==> src/design/xmr_pkg.sv <==
// ----------------------------------------------------------------------------
// xmr_pkg
// Shared types, protocol characters and codes of the xmodem-1k receiver.
// ----------------------------------------------------------------------------
`default_nettype none
package xmr_pkg;
   localparam int ADDR_BITS = 20;
   localparam logic [20:0] ADDR_SPAN = 21'd1 << ADDR_BITS;

   localparam logic [7:0] CH_C   = 8'h43;
   localparam logic [7:0] CH_NAK = 8'h15;
   localparam logic [7:0] CH_ACK = 8'h06;
   localparam logic [7:0] CH_CAN = 8'h18;
   localparam logic [7:0] CH_SOH = 8'h01;
   localparam logic [7:0] CH_STX = 8'h02;
   localparam logic [7:0] CH_ETX = 8'h03;
   localparam logic [7:0] CH_EOT = 8'h04;

   localparam logic [1:0] OP_BYTE   = 2'd0;
   localparam logic [1:0] OP_TICK   = 2'd1;
   localparam logic [1:0] OP_START  = 2'd2;
   localparam logic [1:0] OP_UNUSED = 2'd3;

   localparam logic [2:0] ST_NORMAL = 3'd0;
   localparam logic [2:0] ST_ETX    = 3'd1;
   localparam logic [2:0] ST_CANCEL = 3'd2;
   localparam logic [2:0] ST_SYNC   = 3'd3;
   localparam logic [2:0] ST_RETRY  = 3'd4;

   localparam logic [1:0] CSR_CAPACITY = 2'd0;
   localparam logic [1:0] CSR_RETRIES  = 2'd1;
   localparam logic [1:0] CSR_TIMEOUT  = 2'd2;

   // one result record: up to three per item, with count
   typedef struct packed {
      logic        tx_valid;
      logic [7:0]  tx_byte;
      logic        wr_valid;
      logic [19:0] wr_offset;
      logic [7:0]  wr_data;
      logic [20:0] committed_length;
      logic        done_res;
      logic [2:0]  status;
      logic        last;
   } rsp_type;

   typedef struct packed {
      logic [1:0] count;
      rsp_type    r0;
      rsp_type    r1;
      rsp_type    r2;
   } batch_type;

   typedef struct packed {
      logic [1:0] operation;
      logic [7:0] rx_byte;
   } item_type;

   function automatic logic [15:0] crc_byte(input logic [15:0] c, input logic [7:0] b);
      logic [15:0] x;
      x = c ^ {b, 8'h00};
      for (int k = 0; k < 8; k++)
         x = x[15] ? ((x << 1) ^ 16'h1021) : (x << 1);
      return x;
   endfunction
endpackage
`default_nettype wire

==> src/design/xmr_engine.sv <==
// ----------------------------------------------------------------------------
// xmr_engine
// Protocol state machine: takes one item per cycle, emits a batch of results.
// ----------------------------------------------------------------------------
`default_nettype none
module xmr_engine (
   input  wire               clock,
   input  wire               reset,
   input  wire               in_valid,
   input  xmr_pkg::item_type in_item,
   input  wire  [20:0]       cap_cfg,
   input  wire  [7:0]        retries_cfg,
   input  wire  [15:0]       timeout_cfg,
   output xmr_pkg::batch_type out_batch,
   output logic              out_valid
);
   import xmr_pkg::*;

   localparam logic [2:0] PH_WAIT = 3'd0, PH_CANWAIT = 3'd1, PH_PACKET = 3'd2,
                          PH_FLUSH = 3'd3, PH_DONE = 3'd4;
   localparam logic [1:0] MODE_C = 2'd0, MODE_NAK = 2'd1, MODE_NONE = 2'd2;
   localparam logic [2:0] PR_NONE = 3'd0, PR_ACK_END = 3'd1, PR_ACK_ETX = 3'd2,
                          PR_ACK_CAN = 3'd3, PR_NAK = 3'd4, PR_CAN_SYNC = 3'd5,
                          PR_CAN_RETRY = 3'd6;

   logic [2:0]  phase_ff, phase_in;
   logic [1:0]  mode_ff, mode_in;
   logic        crc_mode_ff, crc_mode_in;
   logic [7:0]  exp_ff, exp_in;
   logic [7:0]  wretry_ff, wretry_in;
   logic [7:0]  retrans_ff, retrans_in;
   logic [15:0] quiet_ff, quiet_in;
   logic [10:0] idx_ff, idx_in;
   logic        long_ff, long_in;
   logic [7:0]  blk_ff, blk_in;
   logic        hdr_ff, hdr_in;
   logic [15:0] crc_ff, crc_in;
   logic [7:0]  sum_ff, sum_in;
   logic [15:0] rchk_ff, rchk_in;
   logic [20:0] off_ff, off_in;
   logic [2:0]  pend_ff, pend_in;
   logic [2:0]  stat_ff, stat_in;
   batch_type   batch_ff, batch_in;
   logic        ov_ff;

   logic [20:0] cap_lim;
   assign cap_lim = (cap_cfg > ADDR_SPAN) ? ADDR_SPAN : cap_cfg;

   always_comb begin
      logic [7:0]  lim;
      logic [7:0]  b;
      logic [10:0] len;
      logic [10:0] total;
      logic [10:0] idx;
      logic [20:0] woff;
      logic [20:0] avail;
      logic        in_seq, prv, chk;
      logic [1:0]  n;
      logic [7:0]  tx [3];
      logic        wrv;
      logic [19:0] wro;
      logic [15:0] q;
      phase_in = phase_ff; mode_in = mode_ff; crc_mode_in = crc_mode_ff;
      exp_in = exp_ff; wretry_in = wretry_ff; retrans_in = retrans_ff;
      quiet_in = quiet_ff; idx_in = idx_ff; long_in = long_ff; blk_in = blk_ff;
      hdr_in = hdr_ff; crc_in = crc_ff; sum_in = sum_ff; rchk_in = rchk_ff;
      off_in = off_ff; pend_in = pend_ff; stat_in = stat_ff;
      lim = (retries_cfg == 8'd0) ? 8'd1 : retries_cfg;
      b = in_item.rx_byte;
      n = 2'd0; tx[0] = 8'd0; tx[1] = 8'd0; tx[2] = 8'd0;
      wrv = 1'b0; wro = '0;
      len = long_ff ? 11'd1024 : 11'd128;
      total = 11'd2 + len + (crc_mode_ff ? 11'd2 : 11'd1);
      idx = idx_ff;
      woff = off_ff + 21'(idx - 11'd2);
      avail = '0; in_seq = 1'b0; prv = 1'b0; chk = 1'b0; q = '0;
      batch_in = '0;
      if (in_valid) begin
         if (in_item.operation == OP_START) begin
            phase_in = PH_WAIT; wretry_in = '0; quiet_in = '0; mode_in = MODE_C;
            crc_mode_in = 1'b0; exp_in = 8'd1; retrans_in = retries_cfg;
            idx_in = '0; long_in = 1'b0; blk_in = '0; hdr_in = 1'b0; crc_in = '0;
            sum_in = '0; rchk_in = '0; off_in = '0; pend_in = PR_NONE; stat_in = '0;
         end else if ((in_item.operation == OP_BYTE || in_item.operation == OP_TICK) &&
                      phase_ff != PH_DONE) begin
            // wait-fail and flush-finish are flagged then applied below
            logic wfail, ffin;
            wfail = 1'b0; ffin = 1'b0;
            if (in_item.operation == OP_BYTE) begin
               quiet_in = '0;
               unique case (phase_ff)
                  PH_WAIT: begin
                     if (b == CH_SOH || b == CH_STX) begin
                        if (mode_ff == MODE_C) crc_mode_in = 1'b1;
                        mode_in = MODE_NONE;
                        long_in = (b == CH_STX);
                        idx_in = '0; blk_in = '0; hdr_in = 1'b0; crc_in = '0;
                        sum_in = '0; rchk_in = '0; phase_in = PH_PACKET;
                     end else if (b == CH_ETX) begin
                        phase_in = PH_FLUSH; pend_in = PR_ACK_ETX;
                     end else if (b == CH_EOT) begin
                        phase_in = PH_FLUSH; pend_in = PR_ACK_END;
                     end else if (b == CH_CAN) begin
                        phase_in = PH_CANWAIT;
                     end else begin
                        wfail = 1'b1;
                     end
                  end
                  PH_CANWAIT: begin
                     if (b == CH_CAN) begin
                        phase_in = PH_FLUSH; pend_in = PR_ACK_CAN;
                     end else begin
                        wfail = 1'b1;
                     end
                  end
                  PH_PACKET: begin
                     if (idx == 11'd0) blk_in = b;
                     else if (idx == 11'd1) hdr_in = (b == ~blk_ff);
                     else if (idx < 11'd2 + len) begin
                        sum_in = sum_ff + b;
                        crc_in = crc_byte(crc_ff, b);
                        if (hdr_ff && blk_ff == exp_ff && woff < cap_lim) begin
                           wrv = 1'b1; wro = woff[19:0]; n = 2'd1;
                        end
                     end else begin
                        rchk_in = {rchk_ff[7:0], b};
                     end
                     idx_in = idx + 11'd1;
                     if (idx_in >= total) begin
                        in_seq = (blk_in == exp_ff);
                        prv = (blk_in == exp_ff - 8'd1);
                        chk = crc_mode_ff ? (crc_in == rchk_in) : (sum_in == rchk_in[7:0]);
                        if (hdr_in && (in_seq || prv) && chk) begin
                           if (in_seq) begin
                              avail = (cap_lim > off_ff) ? cap_lim - off_ff : '0;
                              off_in = off_ff + ((avail < 21'(len)) ? avail : 21'(len));
                              exp_in = exp_ff + 8'd1;
                              retrans_in = retries_cfg;
                              tx[n] = CH_ACK; n = n + 2'd1;
                              phase_in = PH_WAIT; wretry_in = '0; quiet_in = '0;
                           end else if (retrans_ff <= 8'd1) begin
                              retrans_in = '0;
                              phase_in = PH_FLUSH; pend_in = PR_CAN_RETRY; quiet_in = '0;
                           end else begin
                              retrans_in = retrans_ff - 8'd1;
                              tx[n] = CH_ACK; n = n + 2'd1;
                              phase_in = PH_WAIT; wretry_in = '0; quiet_in = '0;
                           end
                        end else begin
                           phase_in = PH_FLUSH; pend_in = PR_NAK; quiet_in = '0;
                        end
                     end
                  end
                  default: ;
               endcase
            end else begin
               q = quiet_ff + 16'd1;
               quiet_in = q;
               if (q >= timeout_cfg || q == 16'd0) begin
                  quiet_in = '0;
                  if (phase_ff == PH_WAIT || phase_ff == PH_CANWAIT) wfail = 1'b1;
                  else if (phase_ff == PH_PACKET) begin
                     phase_in = PH_FLUSH; pend_in = PR_NAK;
                  end else if (phase_ff == PH_FLUSH) ffin = 1'b1;
               end
            end
            if (wfail) begin
               if (mode_ff == MODE_C) begin
                  tx[n] = CH_C; n = n + 2'd1;
               end else if (mode_ff == MODE_NAK) begin
                  tx[n] = CH_NAK; n = n + 2'd1;
               end
               phase_in = PH_WAIT;
               wretry_in = wretry_ff + 8'd1;
               if (wretry_in >= lim) begin
                  if (mode_ff == MODE_C) begin
                     mode_in = MODE_NAK; wretry_in = '0;
                  end else begin
                     phase_in = PH_FLUSH; pend_in = PR_CAN_SYNC; quiet_in = '0;
                  end
               end
            end
            if (ffin) begin
               pend_in = PR_NONE;
               unique case (pend_ff)
                  PR_NAK: begin
                     tx[0] = CH_NAK; n = 2'd1;
                     phase_in = PH_WAIT; wretry_in = '0; quiet_in = '0;
                  end
                  PR_CAN_SYNC, PR_CAN_RETRY: begin
                     tx[0] = CH_CAN; tx[1] = CH_CAN; tx[2] = CH_CAN; n = 2'd3;
                     stat_in = (pend_ff == PR_CAN_SYNC) ? ST_SYNC : ST_RETRY;
                     phase_in = PH_DONE;
                  end
                  PR_ACK_END, PR_ACK_ETX, PR_ACK_CAN: begin
                     tx[0] = CH_ACK; n = 2'd1;
                     stat_in = (pend_ff == PR_ACK_END) ? ST_NORMAL :
                               (pend_ff == PR_ACK_ETX) ? ST_ETX : ST_CANCEL;
                     phase_in = PH_DONE;
                  end
                  default: begin
                     phase_in = PH_WAIT; wretry_in = '0; quiet_in = '0;
                  end
               endcase
            end
            batch_in.count = n;
            batch_in.r0.tx_valid = !wrv; batch_in.r0.tx_byte = wrv ? 8'd0 : tx[0];
            batch_in.r0.wr_valid = wrv; batch_in.r0.wr_offset = wro;
            batch_in.r0.wr_data = wrv ? b : 8'd0;
            batch_in.r1.tx_valid = 1'b1; batch_in.r1.tx_byte = wrv ? tx[1] : tx[1];
            batch_in.r2.tx_valid = 1'b1; batch_in.r2.tx_byte = tx[2];
            if (wrv) begin
               batch_in.r1.tx_byte = tx[1];
            end
            batch_in.r0.committed_length = off_in;
            batch_in.r1.committed_length = off_in;
            batch_in.r2.committed_length = off_in;
            batch_in.r0.done_res = (phase_in == PH_DONE);
            batch_in.r1.done_res = (phase_in == PH_DONE);
            batch_in.r2.done_res = (phase_in == PH_DONE);
            batch_in.r0.status = (phase_in == PH_DONE) ? stat_in : ST_NORMAL;
            batch_in.r1.status = (phase_in == PH_DONE) ? stat_in : ST_NORMAL;
            batch_in.r2.status = (phase_in == PH_DONE) ? stat_in : ST_NORMAL;
            batch_in.r0.last = (n == 2'd1);
            batch_in.r1.last = (n == 2'd2);
            batch_in.r2.last = (n == 2'd3);
         end
      end
   end

   always_ff @(posedge clock) begin
      if (reset) begin
         phase_ff <= PH_WAIT; mode_ff <= MODE_C; crc_mode_ff <= 1'b0; exp_ff <= 8'd1;
         wretry_ff <= '0; retrans_ff <= 8'd25; quiet_ff <= '0; idx_ff <= '0;
         long_ff <= 1'b0; blk_ff <= '0; hdr_ff <= 1'b0; crc_ff <= '0; sum_ff <= '0;
         rchk_ff <= '0; off_ff <= '0; pend_ff <= PR_NONE; stat_ff <= '0; ov_ff <= 1'b0;
      end else begin
         phase_ff <= phase_in; mode_ff <= mode_in; crc_mode_ff <= crc_mode_in;
         exp_ff <= exp_in; wretry_ff <= wretry_in; retrans_ff <= retrans_in;
         quiet_ff <= quiet_in; idx_ff <= idx_in; long_ff <= long_in; blk_ff <= blk_in;
         hdr_ff <= hdr_in; crc_ff <= crc_in; sum_ff <= sum_in; rchk_ff <= rchk_in;
         off_ff <= off_in; pend_ff <= pend_in; stat_ff <= stat_in;
         ov_ff <= in_valid && (batch_in.count != 2'd0);
      end
   end

   always_ff @(posedge clock) begin
      batch_ff <= batch_in;
   end

   assign out_batch = batch_ff;
   assign out_valid = ov_ff;
endmodule
`default_nettype wire

==> src/design/xmr_rsp_queue.sv <==
// ----------------------------------------------------------------------------
// xmr_rsp_queue
// Batch queue between engine and result port; unrolls batches one beat a pop.
// ----------------------------------------------------------------------------
`default_nettype none
module xmr_rsp_queue (
   input  wire                 clock,
   input  wire                 reset,
   input  wire                 in_valid,
   input  xmr_pkg::batch_type  in_batch,
   output logic                almost_full,
   output logic                empty,
   input  wire                 pop,
   output xmr_pkg::rsp_type    head
);
   import xmr_pkg::*;

   localparam int DEPTH = 4;

   batch_type  mem [DEPTH];
   logic [1:0] wptr_ff, rptr_ff;
   logic [2:0] cnt_ff;
   logic [1:0] sub_ff;
   logic       deq;
   batch_type  cur;

   assign cur   = mem[rptr_ff];
   assign empty = (cnt_ff == 3'd0);
   // engine has one batch in flight, so keep two slots spare
   assign almost_full = (cnt_ff >= 3'd2);

   always_comb begin
      unique case (sub_ff)
         2'd0:    head = cur.r0;
         2'd1:    head = cur.r1;
         default: head = cur.r2;
      endcase
   end

   assign deq = pop && !empty && (sub_ff + 2'd1 == cur.count);

   always_ff @(posedge clock) begin
      if (in_valid) mem[wptr_ff] <= in_batch;
   end

   always_ff @(posedge clock) begin
      if (reset) begin
         wptr_ff <= '0; rptr_ff <= '0; cnt_ff <= '0; sub_ff <= '0;
      end else begin
         if (in_valid) wptr_ff <= wptr_ff + 2'd1;
         if (deq) begin
            rptr_ff <= rptr_ff + 2'd1;
            sub_ff <= '0;
         end else if (pop && !empty) begin
            sub_ff <= sub_ff + 2'd1;
         end
         cnt_ff <= cnt_ff + {2'd0, in_valid} - {2'd0, deq};
      end
   end
endmodule
`default_nettype wire

==> src/design/xmodem_1k_receiver.sv <==
// an accepted item's batch is registered in the engine, then written into
//   the result queue, whose head drives the ports until it is popped
// throughput: one item per cycle while the result queue holds fewer than
//   two batches; each item gives up to three results, popped one per cycle
// reset: synchronous; clears session state, registers return to defaults
// ----------------------------------------------------------------------------
// xmodem_1k_receiver
// XMODEM / XMODEM-1K receiver with CRC-16 or checksum and result queue.
// ----------------------------------------------------------------------------
`default_nettype none
module xmodem_1k_receiver (
   input  wire         clock,
   input  wire         reset,
   input  wire         push,
   output logic        full,
   input  wire  [1:0]  req_operation,
   input  wire  [7:0]  req_rx_byte,
   output logic        empty,
   input  wire         pop,
   output logic        rsp_tx_valid,
   output logic [7:0]  rsp_tx_byte,
   output logic        rsp_wr_valid,
   output logic [19:0] rsp_wr_offset,
   output logic [7:0]  rsp_wr_data,
   output logic [20:0] rsp_committed_length,
   output logic        rsp_done_res,
   output logic [2:0]  rsp_status,
   output logic        rsp_last,
   input  wire         csr_valid,
   output logic        csr_ready,
   input  wire  [1:0]  csr_index,
   input  wire  [20:0] csr_data
);
   import xmr_pkg::*;

   logic [20:0] cap_ff;
   logic [7:0]  ret_ff;
   logic [15:0] tmo_ff;
   item_type    item;
   batch_type   batch;
   logic        bvalid, afull;
   rsp_type     head;

   assign csr_ready = 1'b1;
   assign full = afull;
   assign item.operation = req_operation;
   assign item.rx_byte = req_rx_byte;

   always_ff @(posedge clock) begin
      if (reset) begin
         cap_ff <= 21'h100000; ret_ff <= 8'd25; tmo_ff <= 16'd1000;
      end else if (csr_valid) begin
         unique case (csr_index)
            CSR_CAPACITY: cap_ff <= csr_data;
            CSR_RETRIES:  ret_ff <= csr_data[7:0];
            CSR_TIMEOUT:  tmo_ff <= csr_data[15:0];
            default: ;
         endcase
      end
   end

   xmr_engine u_engine (
      .clock(clock), .reset(reset), .in_valid(push && !afull), .in_item(item),
      .cap_cfg(cap_ff), .retries_cfg(ret_ff), .timeout_cfg(tmo_ff),
      .out_batch(batch), .out_valid(bvalid)
   );

   xmr_rsp_queue u_queue (
      .clock(clock), .reset(reset), .in_valid(bvalid), .in_batch(batch),
      .almost_full(afull), .empty(empty), .pop(pop), .head(head)
   );

   assign rsp_tx_valid = head.tx_valid;
   assign rsp_tx_byte = head.tx_byte;
   assign rsp_wr_valid = head.wr_valid;
   assign rsp_wr_offset = head.wr_offset;
   assign rsp_wr_data = head.wr_data;
   assign rsp_committed_length = head.committed_length;
   assign rsp_done_res = head.done_res;
   assign rsp_status = head.status;
   assign rsp_last = head.last;
endmodule
`default_nettype wire

==> config.mk <==
export PLATFORM = sky130hd
export DESIGN_NAME = xmodem_1k_receiver
export DESIGN_NICKNAME = d
export VERILOG_FILES = /design/src/design/xmr_pkg.sv /design/src/design/xmr_engine.sv /design/src/design/xmr_rsp_queue.sv /design/src/design/xmodem_1k_receiver.sv
export SDC_FILE = /design/constraint.sdc
export NUM_CORES = 1
export LEC_CHECK = 0
export BUFFER_PORTS_ARGS = -buffer_cell sky130_fd_sc_hd__buf_2
export CAP_MARGIN = 5
export CORE_MARGIN = 8
export CORE_UTILIZATION = 45
export DETAILED_ROUTE_END_ITERATION = 7
export PLACE_DENSITY = 0.73
export SLEW_MARGIN = 20
export SYNTH_ARGS = -nofsm -noshare
export SYNTH_HDL_FRONTEND = slang
export SYNTH_SLANG_ARGS = --single-unit
==> constraint.sdc <==
create_clock -name clock -period 14.6 [get_ports clock]
set_input_delay 2.19 -clock clock [delete_from_list [all_inputs] [get_ports clock]]
set_output_delay 2.19 -clock clock [all_outputs]
set_load 0.005 [all_outputs]
After elaboration in Yosys (flattened, before gate mapping)
Memory sizes are Yosys's and may differ from the RTL's. A register that Yosys moved wholly into a read port is not among the register bits.
Index checks and enable logic that the tools add are counted.
{"block": "totals", "register_bits": 275, "in_bits": 38, "romBits": 0, "latchBits": 0, "mem_bits_rw": 544, "n_memories": 1}
{"block": "classes", "mul": 0, "addsub": 20, "n_bitwise": 25, "mux": 284, "n_reduce_logical": 58, "eq_ne": 34, "div": 0, "shifts": 0, "order_cmp": 14}
{"name": "u_queue.mem", "words": 4, "width": 136, "rd": 1, "rd_clocked_by_memory_dff": 1, "write_ports": 1, "line": "xmr_rsp_queue.sv:20", "text": "batch_type mem [DEPTH];"}
{"cell": "$mux W16", "count": 33}
{"cell": "$mux W8", "count": 54}
{"cell": "$mux W24", "count": 12}
{"cell": "$mux W75", "count": 3}
{"cell": "$mux W21", "count": 10}
{"cell": "$mux W3", "count": 45}
{"cell": "$pmux W64 S2", "count": 1}
{"cell": "$mux W20", "count": 6}
{"cell": "$mux W13", "count": 8}
{"cell": "$mux W2", "count": 38}
{"cell": "$pmux W16 S2", "count": 2}
{"cell": "$mux W11", "count": 5}
{"cell": "$mux W1", "count": 53}
{"cell": "$add A21 B21 Y21", "count": 2}
{"cell": "$eq A8 B8 Y1", "count": 5}
{"cell": "$demux W8 S2", "count": 2}
{"cell": "$pmux W8 S2", "count": 2}
{"cell": "$and A15 B15 Y15", "count": 2}
{"cell": "$not A15 Y15", "count": 2}
{"cell": "$not A3 Y3", "count": 8}
{"cell": "$pmux W8 S3", "count": 1}
{"cell": "$pmux W11 S2", "count": 1}
{"cell": "$gt A21 B21 Y1", "count": 1}
{"cell": "$gt A21 B21 Y1 const B", "count": 1}
{"cell": "66 further kinds", "count": 138}

Depth between registers and ports, before layout
{"block": "depth", "ltp_word": 53, "mapped_depth": 36}

Modules after synthesis
A second synthesis with hierarchy kept.
{"block": "unflattened", "hier_cells": 3720, "area_unflattened_um2": 49039.5}
{"mod": "xmr_rsp_queue", "cells_per_inst": 1295, "area_each_um2": 29560.9, "instances": 1, "seq_area_each_um2": 23522.6}
{"mod": "xmr_engine", "cells_per_inst": 2238, "area_each_um2": 17570.6, "instances": 1, "seq_area_each_um2": 4244.1}
{"mod": "xmodem_1k_receiver", "cells_per_inst": 187, "area_each_um2": 1908.1, "instances": 1, "seq_area_each_um2": 900.9}

Worst setup path before layout
Ideal clock, no wire load.
{"block": "synth_path", "path_kind": "register to register", "from": "register cap_ff[15]", "to": "register u_engine.batch_ff (netlist bit u_engine.out_batch[88])", "path_buffers": 0, "path_stages_with_launch": 34, "setup_slack_ns": 7.028, "period_less_slack_ns": 7.572, "setup_time_ns": 0.137, "arrival_time_ns": 7.435, "cell_sequence": "dfxtp_1 > nor4_1 > nand3_1 > o21ai_1 > nand2_1 > inv_1 > ha_1 > a21o_1 > o41ai_1 > o22ai_1 > a311oi_1 > o21bai_1 > a21oi_1 > a31o_2 > nor2_1 > ha_1 > o31ai_1 > nand4_1 > a2111o_1 > nor3_1 > nand3_1 > nor2_1 > ha_1 > a21o_1 > a21oi_1 > o21ai_0 > a41oi_1 > nor2_1 > o31a_1 > a211o_1 > a21o_1 > a21oi_1 > xor2_1 > o31ai_1"}
{"block": "synth_between", "elab_chain_len": 12, "word_cells_on_any_way": 13, "cone_classes": "add/sub: 2; order compare: 3; mux: 8"}
{"element": "from (decl)", "line": "xmodem_1k_receiver.sv:36", "text": "logic [20:0] cap_ff;"}
{"element": "from (signal assigned)", "line": "xmodem_1k_receiver.sv:54", "text": "CSR_CAPACITY: cap_ff <= csr_data;"}
{"element": "$gt A21 B21 Y1", "line": "xmr_engine.sv:47", "text": "assign cap_lim = (cap_cfg > ADDR_SPAN) ? ADDR_SPAN : cap_cfg;"}
{"element": "$mux W21 *", "line": "xmr_engine.sv:47"}
{"element": "$sub A21 B21 Y21 / $gt A21 B21 Y1 (equally long branches)", "line": "xmr_engine.sv:135", "text": "avail = (cap_lim > off_ff) ? cap_lim - off_ff : '0;"}
{"element": "$mux W21 *", "line": "xmr_engine.sv:135"}
{"element": "$lt A21 B11 Y1", "line": "xmr_engine.sv:136", "text": "off_in = off_ff + ((avail < 21'(len)) ? avail : 21'(len));"}
{"element": "$mux W21 *", "line": "xmr_engine.sv:136"}
{"element": "$add A21 B21 Y21 *", "line": "xmr_engine.sv:136"}
{"element": "$mux W21 *", "line": "xmr_engine.sv:134", "text": "if (in_seq) begin"}
{"element": "$mux W21 *", "line": "xmr_engine.sv:133", "text": "if (hdr_in && (in_seq || prv) && chk) begin"}
{"element": "$mux W21 *", "line": "xmr_engine.sv:129", "text": "if (idx_in >= total) begin"}
{"element": "$mux W21 *", "line": "xmr_engine.sv:91", "text": "unique case (phase_ff)"}
{"element": "$mux W21 *", "line": "xmr_engine.sv:89", "text": "if (in_item.operation == OP_BYTE) begin"}
{"element": "to (signal assigned)", "line": "xmr_engine.sv:248", "text": "batch_ff <= batch_in;"}
{"element": "to (decl)", "line": "xmr_engine.sv:43", "text": "batch_type batch_ff, batch_in;"}
Every way passes the cells marked *; elsewhere a longest branch is shown, timed or not.
A chain may end at the register's enable or synchronous reset.

Worst setup path in the final report
{"block": "layout_path", "from": "register cap_ff[11]", "to": "register u_engine.off_ff[19]"}
{"block": "layout_between", "elab_chain_len": 14, "word_cells_on_any_way": 15, "cone_classes": "add/sub: 2; order compare: 3; mux: 10"}
{"element": "$gt A21 B21 Y1", "line": "xmr_engine.sv:47"}
{"element": "$mux W21 *", "line": "xmr_engine.sv:47"}
{"element": "$sub A21 B21 Y21 / $gt A21 B21 Y1 (equally long branches)", "line": "xmr_engine.sv:135"}
{"element": "$mux W21 *", "line": "xmr_engine.sv:135"}
{"element": "$lt A21 B11 Y1", "line": "xmr_engine.sv:136"}
{"element": "$mux W21 *", "line": "xmr_engine.sv:136"}
{"element": "$add A21 B21 Y21 *", "line": "xmr_engine.sv:136"}
{"element": "$mux W21 *", "line": "xmr_engine.sv:134"}
{"element": "$mux W21 *", "line": "xmr_engine.sv:133"}
{"element": "$mux W21 *", "line": "xmr_engine.sv:129"}
{"element": "$mux W21 *", "line": "xmr_engine.sv:91"}
{"element": "$mux W21 *", "line": "xmr_engine.sv:89"}
{"element": "$mux W21 *", "line": "xmr_engine.sv:84", "text": "end else if ((in_item.operation == OP_BYTE || in_item.operation == OP_TICK) &&"}
{"element": "$mux W21 *", "line": "xmr_engine.sv:79", "text": "if (in_item.operation == OP_START) begin"}
{"element": "to (signal assigned)", "line": "xmr_engine.sv:242", "text": "off_ff <= off_in; pend_ff <= pend_in; stat_ff <= stat_in;"}
{"element": "to (decl)", "line": "xmr_engine.sv:40", "text": "logic [20:0] off_ff, off_in;"}
Every way passes the cells marked *; elsewhere a longest branch is shown, timed or not. The select of a mux whose other input is x is not followed.

==> summary.txt <==
Timing
  – Worst-margin pin slew: ~1100 ps
  – Final Hold Viols: 0
  – RSZ-0062 raised after global routing: no
  – Worst slew margin: 0.278
  – Slew Viols, Final: 0
  – Fin crit period: 9130 ps
  – Setup TNS: 0 ps
  – Final period utilization: 0.625
  – Clk_skew: 32.2 ps
  – Setup Viol. Count Final: 0
  – FMAX: ~0.11 GHz

Power
  – PwrDens: approximately 100 mW/mm²
  – Peak VDD IR: around 95 µV
  – Leak: 12.6 nW
  – PnR Total Power: 3.48 mW

Critical path
  – WS Path Type: flip-flop to flip-flop
  – CP max stage delay: 920 ps
  – Slowest cell on the critical path: o41ai_1
  – Largest fanout on the critical path: 10
  – Worst Reg-to-Reg Cells: 33
  – Crit start category: flip-flop
  – Critical path capture point type: flip-flop
  – Required time of the critical path: about 15,000 ps
  – Crit path DAT: 9610 ps

Clock network
  – Worst-path clk slew: 60 ps
  – Bufs on Longest Clock Path: 3
  – TritonCTS Buffers: 57
  – Root Driver: clkbuf_16
  – Number of H-tree levels: 2
  – Hold buffers post-CTS: 0
  – Clk_lat worst skew: about 630 ps
  – CTS Sinks: 576
  – CTS tree: yes
  – Setup repair bufs after CTS: 0
  – Cts repair resizes: 0

Logic synthesis
  – Synth Warn #: 0
  – Post-synth EDFFs: 308
  – Synth Cell Area: around 0.030 mm²
  – Register bit total from synthesis: 576
  – Cells after Synth: 2,804
  – Main flop type after synthesis: edfxtp_1
  – Yosys cell types: 88
  – FFs w/ async S/R, synth: 0
  – Mapped Avg Cell Area: 10.7 µm²
  – Seq/Total Area, Yosys: 0.488

Die
  – Rows: 94
  – Starting density of the core: 0.455
  – Die Y: 274 µm
  – Io pins: 105
  – Die area: roughly 0.075 mm²
  – Core Area: 0.0657 mm²
  – Die width: 274 µm

Global routing
  – Total GRT Usage: 0.197
  – Congestion Overflow GR: 0
  – First-pass GRT wire length: 119,000 µm
  – Vias in the first global route: 21,100
  – Largest net degree at the start of global routing: between 90 and 100
  – Initial antenna violation count: 4

Hold path
  – Hold Path Class: flip-flop to flip-flop
  – Hold Crit Depth: 2

Route
  – Via count: 21,900
  – Post-DR vias/cell: 5.84
  – Routed Antenna Nets: 0
  – # DRC: 0
  – Routed WL per cell: 20.2 µm
  – Number of detailed-route iterations in the first pass: 6
  – Iter 0 DRT Violations: 1,825
  – Post-Route WL: 75,900 µm

Placement
  – Buffers on Ports: slightly above 100
  – RePlAce Congestion: 0.941
  – Post-DP HPWL: 52,900 µm

Cells and area
  – NumNets Final: between 3,000 and 4,000
  – Fillers: about 5,800
  – Multi-input logic area: 0.0142 mm²
  – Most frequent cells in the layout: edfxtp_1 (308), dfxtp_1 (266), nor2_1 (250)
  – Reg area: between 0.01 and 0.015 mm²
  – Layout area overhead: 10.8%
  – Most common cell after layout, fill and taps aside: edfxtp_1
  – Layout cells sized above 1: 0.122

Run
  – # Max-Cap Violations: 0

Status
  – Status: finished clean
[where the power goes]
part	internal [mW]	total (mW)	switching, mW
sequential	1.70	1.71	0.00990
combinational	0.0818	0.217	0.135
clock	0.891	1.55	0.657
total	2.67	3.48	0.802
[per-stage QoR]
step | setup WS [ps] | std cells | hold slack, ps | area (µm²) | utilization
after floorplan | 7030 | 2814 | 436 | 30000 | -
after global placement | 5880 | 3647 | 443 | 31100 | 0.474
after detailed placement | 5740 | 3647 | 446 | 31100 | 0.474
after CTS | 5680 | 3755 | 455 | 33200 | 0.504
after global routing | 4860 | 3755 | 471 | 33200 | 0.504
final | 5470 | 3757 | 455 | 33200 | 0.504
[sequential cells by signal (all words and copies together), names as in the netlist, 11 cells and up, named ones only]
signal and cells:
cap_ff 21, tmo_ff 16, u_engine.crc_ff 16, u_engine.idx_ff 11, u_engine.off_ff 21, u_engine.out_batch 77, u_engine.quiet_ff 16, u_engine.rchk_ff 16
u_queue.mem 308
[logic make-up after synthesis]
| group | count (synthesis) | synth area share |
|---|---|---|
| AO/OA/AOI/OAI | 564 | 0.127 |
| other | 2 | 0.000251 |
| XOR/XNOR | 202 | 0.0610 |
| multiplexers | 125 | 0.0738 |
| adder cells (fa/ha/maj) | 151 | 0.0644 |
| flip-flops | 576 | 0.488 |
| buffers and inverters | 287 | 0.0375 |
| AND/OR/NAND/NOR | 897 | 0.148 |
[metal layers]
metal / vias up / track usage / part of all wire
met3: 156 / 0.0307 / 0.064
met2: 723 / 0.331 / 0.48
met5: - / 0 / 0.00017
met4: 2 / 0.0672 / 0.034
met1: 10700 / 0.258 / 0.42
li1: 10300 / - / -
[cell type report]
class                      instances  share of cell area
antenna                            2            0.000151
clock buffer                      66              0.0463
clock inverter                    42              0.0145
inverter                         128              0.0145
multi-input combinational       1951               0.430
sequential                       576               0.441
tap                              864              0.0326
timing repair buffer             128              0.0214
[synthesized netlist by cell type, types with 9 or more instances]
library cell	number	area share
nand3b_1	13	0.0033
a22o_1	20	0.0059
mux4_2	76	0.057
ha_1	146	0.061
xnor2_1	112	0.033
a22oi_1	64	0.016
nand2b_1	30	0.0063
o21a_1	17	0.0043
a21oi_1	164	0.027
or4_1	15	0.0038
nor2_1	252	0.032
o22ai_1	12	0.0025
o31ai_1	18	0.0045
a31oi_1	13	0.0027
or2_2	12	0.0025
and2_1	70	0.015
a211oi_1	23	0.0058
nand4_1	36	0.0075
xor2_1	86	0.025
edfxtp_1	308	0.31
nor2b_1	28	0.0059
a21o_1	29	0.0073
dfxtp_1	268	0.18
o21bai_1	9	0.0023
mux2i_1	44	0.015
nor3_1	62	0.010
and3_1	20	0.0042
or3_1	15	0.0031
nand2_1	215	0.027
clkbuf_1	130	0.016
o211ai_1	19	0.0048
nand3_1	65	0.011
o21ai_0	83	0.014
buf_1	16	0.0020
inv_1	128	0.016
nor4_1	31	0.0065
[worst paths after layout]
check	startpoint	slack, ps	to
setup / recovery	cap_ff[11]	5470	u_engine.off_ff[19]
hold / removal	tmo_ff[15]	450	tmo_ff[15]
setup reg to reg	cap_ff[11]	5470	u_engine.off_ff[19]
hold reg to reg	tmo_ff[15]	450	tmo_ff[15]
[worst max-delay path: cells and delay by family (launching register included)]
| family | cells | cell delay, ps |
|---|---|---|
| and+or+nand+nor | 9 | 2050 |
| xor gates and xnor gates | 1 | 210 |
| adders and majority gates | 3 | 860 |
| DFF | 1 | 330 |
| AOI/OAI and AO/OA | 19 | 5410 |
| buffers and inverters | 1 | 120 |
No activity file was read; power rests on OpenSTA's default activity.
